File: config.mk
export PLATFORM = sky130hd
export DESIGN_NAME = bpra_bitmap_mem
export DESIGN_NICKNAME = d
export VERILOG_FILES = /design/src/sv/bpra_pkg.sv /design/src/sv/bpra_bitmap_mem.sv
export SDC_FILE = /design/constraint.sdc
export NUM_CORES = 2
export LEC_CHECK = 0
export CAP_MARGIN = 20
export CORE_UTILIZATION = 50
export DETAILED_ROUTE_END_ITERATION = 12
export DONT_BUFFER_PORTS = 1
export PLACE_DENSITY = 0.77
export SLEW_MARGIN = 20
export SYNTH_ARGS = -nofsm -noshare
export SYNTH_HDL_FRONTEND = slang
export SYNTH_SLANG_ARGS = --single-unit
export TNS_END_PERCENT = 100
File: constraint.sdc
create_clock -name clk_i -period 1.8 [get_ports clk_i]
set_input_delay 0.36 -clock clk_i [delete_from_list [all_inputs] [get_ports clk_i]]
set_output_delay 0.36 -clock clk_i [all_outputs]
set_load 0.02 [all_outputs]
File: src/sv/bpra_pkg.sv
// ----------------------------------------------------------------------------
// bpra_pkg
// Shared constants, types and helpers of the bitmap page run allocator.
// ----------------------------------------------------------------------------
`default_nettype none

package bpra_pkg;

  // Store geometry.
  localparam int unsigned NUM_PAGES  = 4096;
  localparam int unsigned PAGE_BYTES = 4096;
  localparam int unsigned WORD_BITS  = 32;

  localparam int unsigned PAGE_SHIFT = $clog2(PAGE_BYTES);
  localparam int unsigned PAGE_W     = $clog2(NUM_PAGES);
  localparam int unsigned NUM_WORDS  = NUM_PAGES / WORD_BITS;
  localparam int unsigned WADDR_W    = $clog2(NUM_WORDS);
  localparam int unsigned BIT_W      = $clog2(WORD_BITS);

  // Field widths.
  localparam int unsigned ADDR_W   = 24;
  localparam int unsigned SIZE_W   = 25;
  localparam int unsigned CNT_W    = 13;
  localparam int unsigned STATUS_W = 2;
  localparam int unsigned NEED_W   = SIZE_W - PAGE_SHIFT + 1;

  // Configuration port.
  localparam int unsigned APB_AW = 3;
  localparam int unsigned APB_DW = 32;
  localparam logic        REG_PAGE_LIMIT = 1'b0;

  typedef logic [CNT_W-1:0]     cnt_t;
  typedef logic [PAGE_W-1:0]    page_t;
  typedef logic [WADDR_W-1:0]   waddr_t;
  typedef logic [WORD_BITS-1:0] word_t;

  localparam cnt_t PAGES_MAX = CNT_W'(NUM_PAGES);

  // Request opcodes.
  localparam logic OP_ALLOC = 1'b0;
  localparam logic OP_FREE  = 1'b1;

  typedef enum logic [STATUS_W-1:0] {
    ST_DONE         = 2'd0,
    ST_ALLOC_FAIL   = 2'd1,
    ST_FREE_IGNORED = 2'd2
  } status_e;

  typedef enum logic [2:0] {
    S_IDLE,
    S_SCAN,
    S_MARK_RD,
    S_MARK_WR,
    S_DONE
  } state_e;

  // Outcome of evaluating one bitmap word during a scan.
  typedef struct packed {
    logic             hit;
    logic [BIT_W-1:0] hit_bit;
    cnt_t             streak;
  } find_res_t;

  // Byte size rounded up to whole pages.
  function automatic logic [NEED_W-1:0] pages_of(input logic [SIZE_W-1:0] bytes);
    logic [SIZE_W:0] sum;
    sum = {1'b0, bytes} + (SIZE_W+1)'(PAGE_BYTES - 1);
    return NEED_W'(sum >> PAGE_SHIFT);
  endfunction

endpackage

`default_nettype wire

File: src/sv/bpra_bitmap_mem.sv
// ----------------------------------------------------------------------------
// bpra_bitmap_mem
// Page bitmap store: one 32-bit word per row, registered read.
// Rows never written read as all ones (every page used) through row valid bits.
// ----------------------------------------------------------------------------
`default_nettype none

module bpra_bitmap_mem import bpra_pkg::*; (
  input  wire logic   clk_i,
  input  wire logic   rst_ni,
  input  wire logic   rd_en_i,
  input  wire waddr_t rd_addr_i,
  input  wire logic   wr_en_i,
  input  wire waddr_t wr_addr_i,
  input  wire word_t  wr_data_i,
  output      word_t  rd_data_o
);

  word_t                mem [NUM_WORDS];
  logic [NUM_WORDS-1:0] row_valid_q;
  word_t                rd_word_q;
  logic                 rd_valid_q;

  // Array write and registered read.
  always_ff @(posedge clk_i) begin
    if (wr_en_i) begin
      mem[wr_addr_i] <= wr_data_i;
    end
    if (rd_en_i) begin
      rd_word_q <= mem[rd_addr_i];
    end
  end

  // Row valid bits, cleared at reset so the bitmap starts all used.
  always_ff @(posedge clk_i or negedge rst_ni) begin
    if (!rst_ni) begin
      row_valid_q <= '0;
      rd_valid_q  <= 1'b0;
    end else begin
      if (wr_en_i) begin
        row_valid_q[wr_addr_i] <= 1'b1;
      end
      if (rd_en_i) begin
        rd_valid_q <= row_valid_q[rd_addr_i];
      end
    end
  end

  assign rd_data_o = rd_valid_q ? rd_word_q : '1;

endmodule

`default_nettype wire

==> results.toml <==
[sta]
skew_ns = 0.0713
whs_ns = -0.914
tightest_slew_ns = 1.39
final-hold-violation-count = 129
setup_viol = 65
fmax_mhz = 416
slew_headroom_pct = 7.13
period_needed_ns = 2.40
fin_crit_sh_pct = 134
maxSlewViolCount = 0
timing.final.ws_setup_ns = -0.604
rsz0062_at_grt = "yes"

[synth]
synth_top_area_share_pct = 76.8
syn-instance-count = 6470
synth_enable_flop_cells = 4128
synth_top_area_cell = "edfxtp_1"
syn-num-nets = 6520
yosys.cell_count.top_type = "edfxtp_1"
yosysSeqAreaShare_pct = 78.8
async_reset_ff_share_pct = 3.03
syn_area_per_cell_um2 = 24.9
ys_top_cells_by_area = "edfxtp_1 (77%), mux4_2 (18%), dfrtp_1 (2.0%)"
synth_common_cells = "edfxtp_1 (4128), mux4_2 (1306), buf_2 (145), clkbuf_1 (142), nor2_1 (133)"
synth.cell_area_um2 = 161000
yosys_warnings = 0
ys.flop_type = "edfxtp_1"
yosys.cell_types.count = 39
ys_ff_latch = 4257

[floorplan]
pin_count = 82
die_area_um2 = 325000
die_h_um = 570
die_w_um = 570
initial_utilization_pct = 50.2
core_um2 = 321000
num_rows = 208

[detailed_routing]
wire_per_inst_um = 41.3
firstDrtPassIters = 12
drcViolationCount = 2
vias = 81600
ant_nets = 0
wirelength_um = 492000
drt_iter0_drc = 14200
avgViaCountPerCell = 6.85

[clock_network]
cts.htree.levels = 5
cts_tree = "yes"
clk_pin_slew_ns = 0.07
root_buffer = "clkbuf_16"
cts_buffers = 405
insertion_delay_ns = 0.99
hold_buffers = 84
clock-sinks = 4257
max-clock-path-buffers = 4

[critical_path]
critPathRequiredTime_ns = 1.44
worstSetupPathType = "register to primary output"
path_max_fanout = 8
cp-end-kind = "primary output"
start_kind = "register"
worstPathArrival_ns = 2.04
rr_worst_depth = 5
r2r_start = "mem[122][27]"
reg2reg_to = "rd_word_q[27]"
rrSetupSlack_ns = -0.56

[run]
maxCapViolCount = 0

[finish]
syn_to_final_growth_pct = 19.3
nets = 7327
drive_above_1_share_pct = 39.3
fillers = 20400

[pwr]
powerDensity_nw_per_um2 = 1090
p_leak_nw = 61.1
vdd_ir_drop_max_v = 0.000811

[place]
globalplace.congestion = 0.869
place_ws_ns = -3.78
port_buffers = 0
dp.final_hpwl_um = 236000

[hold_path]
hold_class = "input port to asynchronous set/reset pin"

[global_route]
grt_pass1_wl_um = 672000
grt_overflow = 0
grt_max_degree = 279
grt_usage_pct = 30.2
antenna_found_initial = 22
grt_pass1_vias = 82700

[run_status]
run_status = "finished with violations"
failed_checks = "DRC, hold timing, setup timing"
## critical path, stage by stage, from the launching register on
cell and delay, ns:
dfrtp_2 0.44, buf_12 0.17, buf_16 0.19, nand2b_4 0.10, buf_8 0.14
## power by group
part	leakage (nW)	switching, W	internal [W]
combinational	15.8	0.00676	0.00528
clock	6.51	0.0383	0.0491
sequential	38.8	0.000466	0.110
## repair_timing
| action | in CTS | in global routing |
|---|---|---|
| setup endpoints to repair | 65 | 111 |
| pin swaps | 13 | 14 |
| hold endpoints to repair | 4294 | 129 |
| cloned | 38 | 2 |
| buffers inserted | 7 | 8 |
| resized for setup | 260 | 61 |
## metal layers
layer,GRT usage [%],wire (µm)
met5,0,36
met4,19.9,40200
met3,6.82,64200
met2,48.6,237000
met1,37.2,151000
## sequential cells by signal, indices dropped and copies added, names as in the netlist
register     cells
row_valid_q    128
rd_valid_q       1
rd_word_q       32
mem           4096
## how the worst max path moves through the flow
stage / start / end / slack, ns / depth (start not counted)
CTS: rd_valid_q / rd_data_o[27] / -0.61 / 4
floorplan: wr_addr_i[3] / mem[100][0] / -0.49 / 3
detailed placement: rd_addr_i[0] / rd_word_q[17] / -3.78 / 9
global placement: rd_addr_i[0] / rd_word_q[17] / -3.45 / 8
global route: mem[123][27] / rd_word_q[27] / -0.60 / 5
finish: rd_valid_q / rd_data_o[27] / -0.60 / 4
## final cells by class
cell class	instances	area [µm²]	share of cell area, %
Clock buffer	500	10700	5.59
Timing Repair Buffer	739	11500	5.99
Antenna cell	12	30.0	0.0156
Clock inverter	233	2650	1.38
Inverter	8	46.3	0.0241
Multi-Input combinational cell	1866	34900	18.1
Sequential cell	4257	127000	66.1
Tap cell	4305	5390	2.80
## cells by family (layout without fill, tap and decap cells)
logic type	count (synthesis)	count (layout)	share of synthesized area, %
muxes	1326	1326	18.4
AOI/OAI and AO/OA	147	147	0.584
buffers and inverters	347	1480	0.946
and+or+nand+nor	393	393	1.28
other	0	12	0
DFF	4257	4257	78.8
## cell usage in the layout, fill, tap and decap left out, drive strengths merged, types with 23 or more instances in the layout
cell type,instances
mux4,1306
nand2,23
dlygate4sd3,46
o22ai,128
clkinv,163
edfxtp,4128
clkbuf,502
dfrtp,129
nor2,133
buf,666
bufinv,45
or2,128
nor4,33
nand2b,33
## through the flow
step           utilization (%)  cells  cell area [µm²]  total power, W  TNS [ns]
5_1_grt                   59.9  11900           192000           0.213    -31.70
6_report                  59.9  11900           192000           0.209    -31.94
2_1_floorplan                -   6470           163000           0.118  -1815.16
3_5_place_dp              54.4  11000           175000           0.120   -198.80
3_3_place_gp              54.3  11000           174000           0.120   -194.27
4_1_cts                   59.8  11900           192000           0.209    -31.48
Power figures use the tool's default switching activity.
